File: src/design/xcrc_pkg.sv
`timescale 1ns / 1ps
// ---------------------------------------------------------------------------
// xcrc_pkg: shared types and constants of the XMODEM-CRC receiver
// Control bytes, action and phase codes, the result item layout and the
// CRC-16 (poly 0x1021) byte update.
// ---------------------------------------------------------------------------
package xcrc_pkg;

  // Input action codes
  localparam logic [1:0] ACT_START   = 2'd0;
  localparam logic [1:0] ACT_BYTE    = 2'd1;
  localparam logic [1:0] ACT_TIMEOUT = 2'd2;

  // Configuration register indexes
  localparam logic CFG_ERROR_LIMIT = 1'b0;
  localparam logic CFG_IMAGE_BASE  = 1'b1;

  // Protocol bytes
  localparam logic [7:0] B_SOH = 8'h01;
  localparam logic [7:0] B_STX = 8'h02;
  localparam logic [7:0] B_EOT = 8'h04;
  localparam logic [7:0] B_ACK = 8'h06;
  localparam logic [7:0] B_NAK = 8'h15;
  localparam logic [7:0] B_CAN = 8'h18;
  localparam logic [7:0] B_C   = 8'h43;

  // Receive phases
  localparam logic [2:0] PH_HEADER = 3'd0;
  localparam logic [2:0] PH_NUMBER = 3'd1;
  localparam logic [2:0] PH_COMPL  = 3'd2;
  localparam logic [2:0] PH_DATA   = 3'd3;
  localparam logic [2:0] PH_CRC_HI = 3'd4;
  localparam logic [2:0] PH_CRC_LO = 3'd5;
  localparam logic [2:0] PH_DONE   = 3'd6;
  localparam logic [2:0] PH_ABORT  = 3'd7;

  // Block sizes and checks
  localparam logic [10:0] SHORT_BLOCK   = 11'd128;
  localparam logic [10:0] LONG_BLOCK    = 11'd1024;
  localparam logic [15:0] CRC_POLY      = 16'h1021;
  localparam logic [8:0]  NUM_SUM       = 9'd255;
  localparam logic [7:0]  ERR_SATURATE  = 8'd255;
  localparam logic [7:0]  ERROR_LIMIT_RST = 8'd3;

  // One result item
  typedef struct packed {
    logic        tx_valid;
    logic [7:0]  tx_byte;
    logic        data_valid;
    logic [7:0]  data_byte;
    logic [31:0] data_address;
    logic        block_end;
    logic        block_good;
    logic        erase_request;
    logic        finished;
    logic        aborted;
    logic        last;
  } res_t;

  // CRC-16 update by one byte, MSB first
  function automatic logic [15:0] crc_byte(input logic [15:0] crc_in, input logic [7:0] b);
    logic [15:0] c;
    c = crc_in ^ {b, 8'h00};
    for (int i = 0; i < 8; i++) begin
      c = c[15] ? ((c << 1) ^ CRC_POLY) : (c << 1);
    end
    return c;
  endfunction

endpackage

File: src/design/xmodem_crc_receiver_unit.sv
`timescale 1ns / 1ps
// ---------------------------------------------------------------------------
// xmodem_crc_receiver_unit: XMODEM-CRC / 1K receive engine
// Takes received bytes and timeouts, checks blocks and emits replies,
// payload bytes with flash addresses and transfer status.
// ---------------------------------------------------------------------------
// Usage:
//   Input channel (in_valid/in_ready): one transaction per received byte,
//   receive timeout or session start (in_action).
//   Result channel (out_valid/out_ready): zero to three transactions per
//   input; out_last marks the final one of an input.
//   Config port (cfg_we/cfg_index/cfg_data): error limit and image base,
//   written while the block is idle; the base is loaded at session start.
// The first result of an input is registered in the result buffer on accept.
// Throughput: one input per cycle while each yields at most one result and
//   out_ready stays high; an input with more results holds off new inputs
//   while the single three-entry result buffer drains, one item per cycle.
// Reset (rst_n, synchronous): header phase, block number 1, error count 0,
//   error limit 3, image base 0, result buffer empty.
// A stalled receiver holds the buffer; in_ready drops until it drains.
// ---------------------------------------------------------------------------
module xmodem_crc_receiver_unit
  import xcrc_pkg::*;
(
  input  logic        clk,
  input  logic        rst_n,
  // input channel
  input  logic        in_valid,
  output logic        in_ready,
  input  logic [1:0]  in_action,
  input  logic [7:0]  in_rx_byte,
  // result channel
  output logic        out_valid,
  input  logic        out_ready,
  output logic        out_tx_valid,
  output logic [7:0]  out_tx_byte,
  output logic        out_data_valid,
  output logic [7:0]  out_data_byte,
  output logic [31:0] out_data_address,
  output logic        out_block_end,
  output logic        out_block_good,
  output logic        out_erase_request,
  output logic        out_finished,
  output logic        out_aborted,
  output logic        out_last,
  // configuration
  input  logic        cfg_we,
  input  logic        cfg_index,
  input  logic [31:0] cfg_data
);

  // Configuration registers
  logic [7:0]  error_limit_r;
  logic [31:0] image_base_r;

  // Protocol state
  logic [2:0]  phase_r, phase_nxt;
  logic [7:0]  expected_block_r, expected_block_nxt;
  logic [7:0]  got_number_r, got_number_nxt;
  logic [7:0]  got_complement_r, got_complement_nxt;
  logic        long_block_r, long_block_nxt;
  logic [10:0] byte_count_r, byte_count_nxt;
  logic [15:0] running_crc_r, running_crc_nxt;
  logic [15:0] sent_crc_r, sent_crc_nxt;
  logic [7:0]  error_count_r, error_count_nxt;
  logic        first_seen_r, first_seen_nxt;
  logic [31:0] write_address_r, write_address_nxt;

  // Result buffer: slot 0 is on the output
  res_t        slot_r [3];
  logic [1:0]  cnt_r, cnt_nxt;
  res_t        res [3];
  logic [1:0]  nres;

  logic        in_acc, out_acc;
  logic        is_byte;
  logic [10:0] blk_size;
  logic [10:0] count_inc;
  logic [15:0] sent_full;
  res_t        item;

  assign in_acc   = in_valid && in_ready;
  assign out_acc  = out_valid && out_ready;
  assign out_valid = (cnt_r != 2'd0);
  assign in_ready = (cnt_r == 2'd0) || ((cnt_r == 2'd1) && out_ready);

  assign is_byte   = (in_action == ACT_BYTE);
  assign blk_size  = long_block_r ? LONG_BLOCK : SHORT_BLOCK;
  assign count_inc = byte_count_r + 11'd1;
  assign sent_full = {sent_crc_r[15:8], in_rx_byte};

  // Next state and result items of one input
  always_comb begin
    phase_nxt          = phase_r;
    expected_block_nxt = expected_block_r;
    got_number_nxt     = got_number_r;
    got_complement_nxt = got_complement_r;
    long_block_nxt     = long_block_r;
    byte_count_nxt     = byte_count_r;
    running_crc_nxt    = running_crc_r;
    sent_crc_nxt       = sent_crc_r;
    error_count_nxt    = error_count_r;
    first_seen_nxt     = first_seen_r;
    write_address_nxt  = write_address_r;
    nres               = 2'd0;
    for (int i = 0; i < 3; i++) res[i] = '0;
    item = '0;

    case (in_action)
      ACT_START: begin
        phase_nxt          = PH_HEADER;
        expected_block_nxt = 8'd1;
        got_number_nxt     = 8'd0;
        got_complement_nxt = 8'd0;
        long_block_nxt     = 1'b0;
        byte_count_nxt     = 11'd0;
        running_crc_nxt    = 16'd0;
        sent_crc_nxt       = 16'd0;
        error_count_nxt    = 8'd0;
        first_seen_nxt     = 1'b0;
        write_address_nxt  = image_base_r;
      end
      ACT_BYTE, ACT_TIMEOUT: begin
        if (phase_r == PH_HEADER) begin
          // 'C' invitation before the first block
          if (!is_byte && !first_seen_r) begin
            item = '0; item.tx_valid = 1'b1; item.tx_byte = B_C;
            res[nres] = item; nres = nres + 2'd1;
          end
          if (error_count_r >= error_limit_r) begin
            // error limit reached: CAN CAN
            item = '0; item.tx_valid = 1'b1; item.tx_byte = B_CAN;
            res[nres] = item; nres = nres + 2'd1;
            item.aborted = 1'b1;
            res[nres] = item; nres = nres + 2'd1;
            phase_nxt = PH_ABORT;
          end else if (is_byte) begin
            if (in_rx_byte == B_SOH || in_rx_byte == B_STX) begin
              long_block_nxt  = (in_rx_byte == B_STX);
              byte_count_nxt  = 11'd0;
              running_crc_nxt = 16'd0;
              sent_crc_nxt    = 16'd0;
              phase_nxt       = PH_NUMBER;
              if (!first_seen_r) begin
                first_seen_nxt = 1'b1;
                item = '0; item.erase_request = 1'b1;
                res[nres] = item; nres = nres + 2'd1;
              end
            end else if (in_rx_byte == B_EOT) begin
              item = '0; item.tx_valid = 1'b1; item.tx_byte = B_ACK; item.finished = 1'b1;
              res[nres] = item; nres = nres + 2'd1;
              phase_nxt = PH_DONE;
            end else if (in_rx_byte == B_CAN) begin
              item = '0; item.aborted = 1'b1;
              res[nres] = item; nres = nres + 2'd1;
              phase_nxt = PH_ABORT;
            end else begin
              item = '0; item.tx_valid = 1'b1; item.tx_byte = B_NAK;
              res[nres] = item; nres = nres + 2'd1;
              if (error_count_r != ERR_SATURATE) error_count_nxt = error_count_r + 8'd1;
            end
          end
        end else if (phase_r != PH_DONE && phase_r != PH_ABORT) begin
          // inside a block
          item = '0; item.tx_valid = 1'b1; item.tx_byte = B_NAK; item.block_end = 1'b1;
          if (!is_byte) begin
            res[nres] = item; nres = nres + 2'd1;
            if (error_count_r != ERR_SATURATE) error_count_nxt = error_count_r + 8'd1;
            phase_nxt = PH_HEADER;
          end else begin
            case (phase_r)
              PH_NUMBER: begin
                got_number_nxt = in_rx_byte;
                phase_nxt      = PH_COMPL;
              end
              PH_COMPL: begin
                got_complement_nxt = in_rx_byte;
                phase_nxt          = PH_DATA;
              end
              PH_DATA: begin
                item = '0;
                item.data_valid   = 1'b1;
                item.data_byte    = in_rx_byte;
                item.data_address = write_address_r + {21'd0, byte_count_r};
                res[nres] = item; nres = nres + 2'd1;
                running_crc_nxt = crc_byte(running_crc_r, in_rx_byte);
                byte_count_nxt  = count_inc;
                if (count_inc >= blk_size) phase_nxt = PH_CRC_HI;
              end
              PH_CRC_HI: begin
                sent_crc_nxt = {in_rx_byte, 8'h00};
                phase_nxt    = PH_CRC_LO;
              end
              default: begin
                // last CRC byte: verify the block
                sent_crc_nxt = sent_full;
                phase_nxt    = PH_HEADER;
                if (got_number_r == expected_block_r &&
                    ({1'b0, got_number_r} + {1'b0, got_complement_r}) == NUM_SUM &&
                    sent_full == running_crc_r) begin
                  item.tx_byte    = B_ACK;
                  item.block_good = 1'b1;
                  expected_block_nxt = expected_block_r + 8'd1;
                  write_address_nxt  = write_address_r + {21'd0, blk_size};
                end else begin
                  if (error_count_r != ERR_SATURATE) error_count_nxt = error_count_r + 8'd1;
                end
                res[nres] = item; nres = nres + 2'd1;
              end
            endcase
          end
        end
      end
      default: begin
        // reserved action: ignored
      end
    endcase

    if (nres != 2'd0) res[nres - 2'd1].last = 1'b1;
  end

  // Configuration registers
  always_ff @(posedge clk) begin
    if (!rst_n) begin
      error_limit_r <= ERROR_LIMIT_RST;
      image_base_r  <= 32'd0;
    end else if (cfg_we) begin
      case (cfg_index)
        CFG_ERROR_LIMIT: error_limit_r <= cfg_data[7:0];
        CFG_IMAGE_BASE:  image_base_r  <= cfg_data;
        default: ;
      endcase
    end
  end

  // Protocol state update on accept
  always_ff @(posedge clk) begin
    if (!rst_n) begin
      phase_r          <= PH_HEADER;
      expected_block_r <= 8'd1;
      got_number_r     <= 8'd0;
      got_complement_r <= 8'd0;
      long_block_r     <= 1'b0;
      byte_count_r     <= 11'd0;
      running_crc_r    <= 16'd0;
      sent_crc_r       <= 16'd0;
      error_count_r    <= 8'd0;
      first_seen_r     <= 1'b0;
      write_address_r  <= 32'd0;
    end else if (in_acc) begin
      phase_r          <= phase_nxt;
      expected_block_r <= expected_block_nxt;
      got_number_r     <= got_number_nxt;
      got_complement_r <= got_complement_nxt;
      long_block_r     <= long_block_nxt;
      byte_count_r     <= byte_count_nxt;
      running_crc_r    <= running_crc_nxt;
      sent_crc_r       <= sent_crc_nxt;
      error_count_r    <= error_count_nxt;
      first_seen_r     <= first_seen_nxt;
      write_address_r  <= write_address_nxt;
    end
  end

  // Result buffer count
  always_comb begin
    if (in_acc) cnt_nxt = nres;
    else if (out_acc) cnt_nxt = cnt_r - 2'd1;
    else cnt_nxt = cnt_r;
  end

  always_ff @(posedge clk) begin
    if (!rst_n) begin
      cnt_r <= 2'd0;
    end else begin
      cnt_r <= cnt_nxt;
    end
  end

  // Result buffer payload: load on accept, shift on pop
  always_ff @(posedge clk) begin
    if (in_acc) begin
      slot_r[0] <= res[0];
      slot_r[1] <= res[1];
      slot_r[2] <= res[2];
    end else if (out_acc) begin
      slot_r[0] <= slot_r[1];
      slot_r[1] <= slot_r[2];
    end
  end

  // Output fields
  assign out_tx_valid      = slot_r[0].tx_valid;
  assign out_tx_byte       = slot_r[0].tx_byte;
  assign out_data_valid    = slot_r[0].data_valid;
  assign out_data_byte     = slot_r[0].data_byte;
  assign out_data_address  = slot_r[0].data_address;
  assign out_block_end     = slot_r[0].block_end;
  assign out_block_good    = slot_r[0].block_good;
  assign out_erase_request = slot_r[0].erase_request;
  assign out_finished      = slot_r[0].finished;
  assign out_aborted       = slot_r[0].aborted;
  assign out_last          = slot_r[0].last;

`ifndef SYNTH
  // Finish is always a lone ACK
  a_finish_ack: assert property (@(posedge clk) disable iff (!rst_n)
    out_valid && out_finished |-> out_tx_valid && out_tx_byte == B_ACK && out_last)
    else $error("finish without ACK");

  // A good block is acknowledged
  a_good_ack: assert property (@(posedge clk) disable iff (!rst_n)
    out_valid && out_block_end && out_block_good |-> out_tx_byte == B_ACK)
    else $error("good block without ACK");

  // After finish or abort, bytes and timeouts produce nothing
  a_quiet_end: assert property (@(posedge clk) disable iff (!rst_n)
    in_acc && in_action != ACT_START && (phase_r == PH_DONE || phase_r == PH_ABORT)
    |=> cnt_r == 2'd0)
    else $error("result after transfer end");

  // Payload items carry no reply byte
  a_data_alone: assert property (@(posedge clk) disable iff (!rst_n)
    out_valid && out_data_valid |-> !out_tx_valid && !out_block_end)
    else $error("payload item mixed with reply");
`endif

endmodule

File: config.mk
export PLATFORM = sky130hd
export DESIGN_NAME = xmodem_crc_receiver_unit
export DESIGN_NICKNAME = d
export VERILOG_FILES = /design/src/design/xcrc_pkg.sv /design/src/design/xmodem_crc_receiver_unit.sv
export SDC_FILE = /design/constraint.sdc
export NUM_CORES = 1
export LEC_CHECK = 0
export ABC_CLOCK_PERIOD_IN_PS = 5100
export BUFFER_PORTS_ARGS = -buffer_cell sky130_fd_sc_hd__clkbuf_2
export CAP_MARGIN = 20
export CELL_PAD_IN_SITES_DETAIL_PLACEMENT = 1
export CELL_PAD_IN_SITES_GLOBAL_PLACEMENT = 1
export CORE_MARGIN = 4
export CORE_UTILIZATION = 40
export CTS_BUF_LIST = sky130_fd_sc_hd__clkbuf_8
export CTS_CLUSTER_DIAMETER = 30
export CTS_CLUSTER_SIZE = 28
export DETAILED_ROUTE_END_ITERATION = 12
export HOLD_SLACK_MARGIN = 0.02
export PLACE_DENSITY_LB_ADDON = 0.1
export SYNTH_ARGS = -nofsm -noshare
export SYNTH_HDL_FRONTEND = slang
export SYNTH_SLANG_ARGS = --single-unit
export TNS_END_PERCENT = 50
File: constraint.sdc
create_clock -name clk -period 5.1 [get_ports clk]
set_input_delay 0.51 -clock clk [delete_from_list [all_inputs] [get_ports clk]]
set_output_delay 0.51 -clock clk [all_outputs]
set_load 0.02 [all_outputs]
==> results_dict.tcl <==
set metrics [dict create \
    timing.slew.headroom 0.323 \
    ys_seq_elements 211 \
    finalCriticalPeriod_ps 3510 \
    power.density_nw_per_um2 451 \
    die_height_um 181 \
    cts.reportedPaths.clkPinSlew_ps 60 \
    data_required_time_at_the_worst_endpoint_ps 5600 \
    antennaDiodeCount 0 \
    worst_hold_check_slack_ps 140 \
    placement.setup.worst_slack_ps 1580 \
    detail_route.wirelength.met1_mm 18.7 \
    average_size_of_a_mapped_cell_um2 8.62 \
    result_of_the_run "finished, final reports clean" \
    cts.htree.levels 2 \
    route.detailed.drc 0 \
    finalWeightedCongestion 0.867 \
    fp.coreArea_um2 29600 \
    crit_type "flip-flop to flip-flop" \
    cts_setup_buffers 0 \
    dr.first_iter.drc_count 699 \
    clock_tree.root_cell "sky130_fd_sc_hd__clkbuf_8" \
    route.top_layer_used "met4" \
    number_of_buffers_added_by_the_clock_tree_synthesis_step 56 \
    num_io_pins 106 \
    area_delta_synth_final_pct 15.0 \
    netlist_area_um2 12000 \
    worst_setup_path_start_kind "flip-flop" \
    finalSetupViolations 0 \
    postSynth.topFlopCell "sky130_fd_sc_hd__dfxtp_1" \
    initial_utilization 0.406 \
    drt_pre_antenna_iters 5 \
    clk_latency_ps 600 \
    met2_length_mm 15.1 \
    critical_path_peak_fanout 14 \
    drive_above_1_share 0.166 \
    cellLeakagePower_nw 5.51 \
    grtUsageTotal 0.216 \
    fin_crit_sh 0.688 \
    worst_ep_arrival_time_ps 4010 \
    grt_start_max_net_pins 64 \
    synthesis.yosys.warnings 0 \
    dpl.cell_count 1766 \
    grt_antenna_before_repair 0 \
    fp-row-count 63 \
    holdCritPathClass "primary input to flip-flop" \
    die_area_um2 32900 \
    post_synth_num_cell_types 70 \
    rsz0062_at_grt "false" \
    viasPerCell 5.54 \
    drv_cap 0 \
    count_of_input_and_output_buffers 103 \
    fin_tns_setup_ps 0 \
    grt.overflow.total 0 \
    filler_cell_count 3547 \
    final-instance-count-excl-fill 1875 \
    routed_wirelength_mm 36.2 \
    finalWorstSetupSlack_ps 1590 \
    number_of_buffers_between_clock_root_and_the_deepest_sink 3 \
    grt_first_pass_wirelength_mm 58.6 \
    synth.top_cell.area_share 0.243 \
    timing_hold_violations_final 0 \
    synth.largest_area_cell "sky130_fd_sc_hd__dfxtp_1" \
    routed-via-count 10400 \
    first_global_vias 10600 \
    synth_seq_area_share 0.405 \
    fraction_of_registers_with_async_set_or_reset_after_synthesis 0 \
    die_w_um 181 \
    syn-instance-count 1395 \
    peakVddDrop_v 0.000227 \
    synth_edf_count 65 \
    drt.antenna.violating_nets 0 \
    final_net_count 1529 \
    hpwlAfterDp_mm 26.2 \
    cts_sinks 211 \
    fmaxAchievable_mhz 285 \
    setup.worst_path.end_class "flip-flop" \
    post_drt_wl_per_cell_um 19.3 \
    final_max_slew_viol_count 0 \
    hold_fix_buffers_cts 0 \
    skew_ps 25.5 \
    timing_worst_slew_pin_value_ps 1020 \
    tritoncts "yes" \
    met3_length_mm 1.89 \
    p_total_mw 6.23 \
    post_cts_resized 0 \
    main_area_contributors_after_synthesis "sky130_fd_sc_hd__dfxtp_1 (24%), sky130_fd_sc_hd__edfxtp_1 (16%), sky130_fd_sc_hd__nand2_1 (5.5%)" \
]
## Yosys cell counts (8+ instances only)
cell and instances:
sky130_fd_sc_hd__nand2_1 176, sky130_fd_sc_hd__edfxtp_1 65, sky130_fd_sc_hd__dfxtp_1 146, sky130_fd_sc_hd__buf_4 49
sky130_fd_sc_hd__clkbuf_1 81, sky130_fd_sc_hd__xor2_1 54, sky130_fd_sc_hd__nor2_1 119, sky130_fd_sc_hd__a21o_1 9
sky130_fd_sc_hd__o31ai_1 9, sky130_fd_sc_hd__o21ai_0 40, sky130_fd_sc_hd__mux2i_1 31, sky130_fd_sc_hd__and3_1 26
sky130_fd_sc_hd__a21oi_1 112, sky130_fd_sc_hd__nor3_1 28, sky130_fd_sc_hd__a211oi_1 15, sky130_fd_sc_hd__nand4_1 48
sky130_fd_sc_hd__xnor2_1 40, sky130_fd_sc_hd__nand2b_1 10, sky130_fd_sc_hd__ha_1 42, sky130_fd_sc_hd__inv_1 36
sky130_fd_sc_hd__or4_1 15, sky130_fd_sc_hd__nor4_1 12, sky130_fd_sc_hd__and2_1 17, sky130_fd_sc_hd__or3_1 11
sky130_fd_sc_hd__or3b_2 8, sky130_fd_sc_hd__nand3_1 43
## area by class of cell
cell class	count	area, um^2	share of cell area
multi-input combinational	1011	6320	0.457
clock inverter	47	508	0.0367
timing repair buffer	120	683	0.0494
inverter	37	140	0.0101
clock buffer	59	812	0.0587
tap	390	488	0.0353
sequential	211	4870	0.353
## layer usage
metal  up-vias  GRT usage
li1       5083          -
met1      4995      0.331
met2       260      0.312
met3        58     0.0397
met4         0     0.0543
met5         -          0
## placed cells by master (no fill, tap or decap), types with 15 or more instances in the layout
master and instances:
sky130_fd_sc_hd__nand2_1 176, sky130_fd_sc_hd__dfxtp_1 146, sky130_fd_sc_hd__nor2_1 119, sky130_fd_sc_hd__a21oi_1 112
sky130_fd_sc_hd__clkbuf_2 103, sky130_fd_sc_hd__edfxtp_1 65, sky130_fd_sc_hd__clkbuf_8 59, sky130_fd_sc_hd__xor2_1 54
sky130_fd_sc_hd__nand4_1 48, sky130_fd_sc_hd__nand3_1 43, sky130_fd_sc_hd__inv_1 42, sky130_fd_sc_hd__ha_1 41
sky130_fd_sc_hd__xnor2_1 40, sky130_fd_sc_hd__o21ai_0 39, sky130_fd_sc_hd__mux2i_1 31, sky130_fd_sc_hd__nor3_1 28
sky130_fd_sc_hd__and3_1 26, sky130_fd_sc_hd__and2_1 17, sky130_fd_sc_hd__a211oi_1 15, sky130_fd_sc_hd__or4_1 15
sky130_fd_sc_hd__buf_4 15
## power by group
part	total [mW]	internal, mW	switching (mW)	leakage (nW)
sequential	2.25	2.09	0.162	1.84
clock	2.50	1.56	0.942	0.686
combinational	1.48	0.431	1.05	2.98
total	6.23	4.08	2.15	5.51
## worst max-delay path: stages, from the launching register on
cell and delay [ps]:
sky130_fd_sc_hd__dfxtp_1 380, sky130_fd_sc_hd__ha_1 190, sky130_fd_sc_hd__inv_1 60, sky130_fd_sc_hd__fa_1 390
sky130_fd_sc_hd__nand2b_1 180, sky130_fd_sc_hd__a21oi_1 170, sky130_fd_sc_hd__xor2_1 290, sky130_fd_sc_hd__nand4_1 440
sky130_fd_sc_hd__nor2_1 870, sky130_fd_sc_hd__nand4_1 160, sky130_fd_sc_hd__a311oi_1 310
## stage by stage
step	area [um^2]	util
final	13800	0.466
after global routing	13800	0.466
after CTS	13800	0.464
after detailed placement	12400	0.420
after global placement	12400	0.420
after floorplan	12000	-
## path summary, 6_finish.rpt
| check | from | endpoint | slack [ps] | cells past startpoint |
|---|---|---|---|---|
| max | got_number_r[0] | write_address_r[18] | 1590 | 10 |
| min | cfg_data[26] | image_base_r[26] | 140 | 3 |
| max reg2reg | got_number_r[0] | write_address_r[18] | 1590 | 10 |
| min reg2reg | image_base_r[17] | image_base_r[17] | 450 | 2 |
## registers in the layout, indices dropped and copies added (netlist names), 2 cells and up
signal / flops
error_count_r: 8
slot_r: 65
got_number_r: 8
cnt_r: 2
got_complement_r: 8
write_address_r: 32
image_base_r: 32
error_limit_r: 8
expected_block_r: 8
byte_count_r: 11
running_crc_r: 16
phase_r: 3
sent_crc_r: 8
## logic make-up (layout without fill, tap and decap cells)
group                      count (synthesis)  in the layout  synth area share
adders and majority gates                 44             44            0.0470
xor gates and xnor gates                  94             94            0.0685
AOI/OAI and AO/OA                        291            291             0.159
buffers and inverters                    177            263            0.0709
muxes                                     31             31            0.0258
DFF                                      211            211             0.405
and+or+nand+nor                          546            546             0.223
other                                      1              5          0.000312
Power figures use the tool's default switching activity.
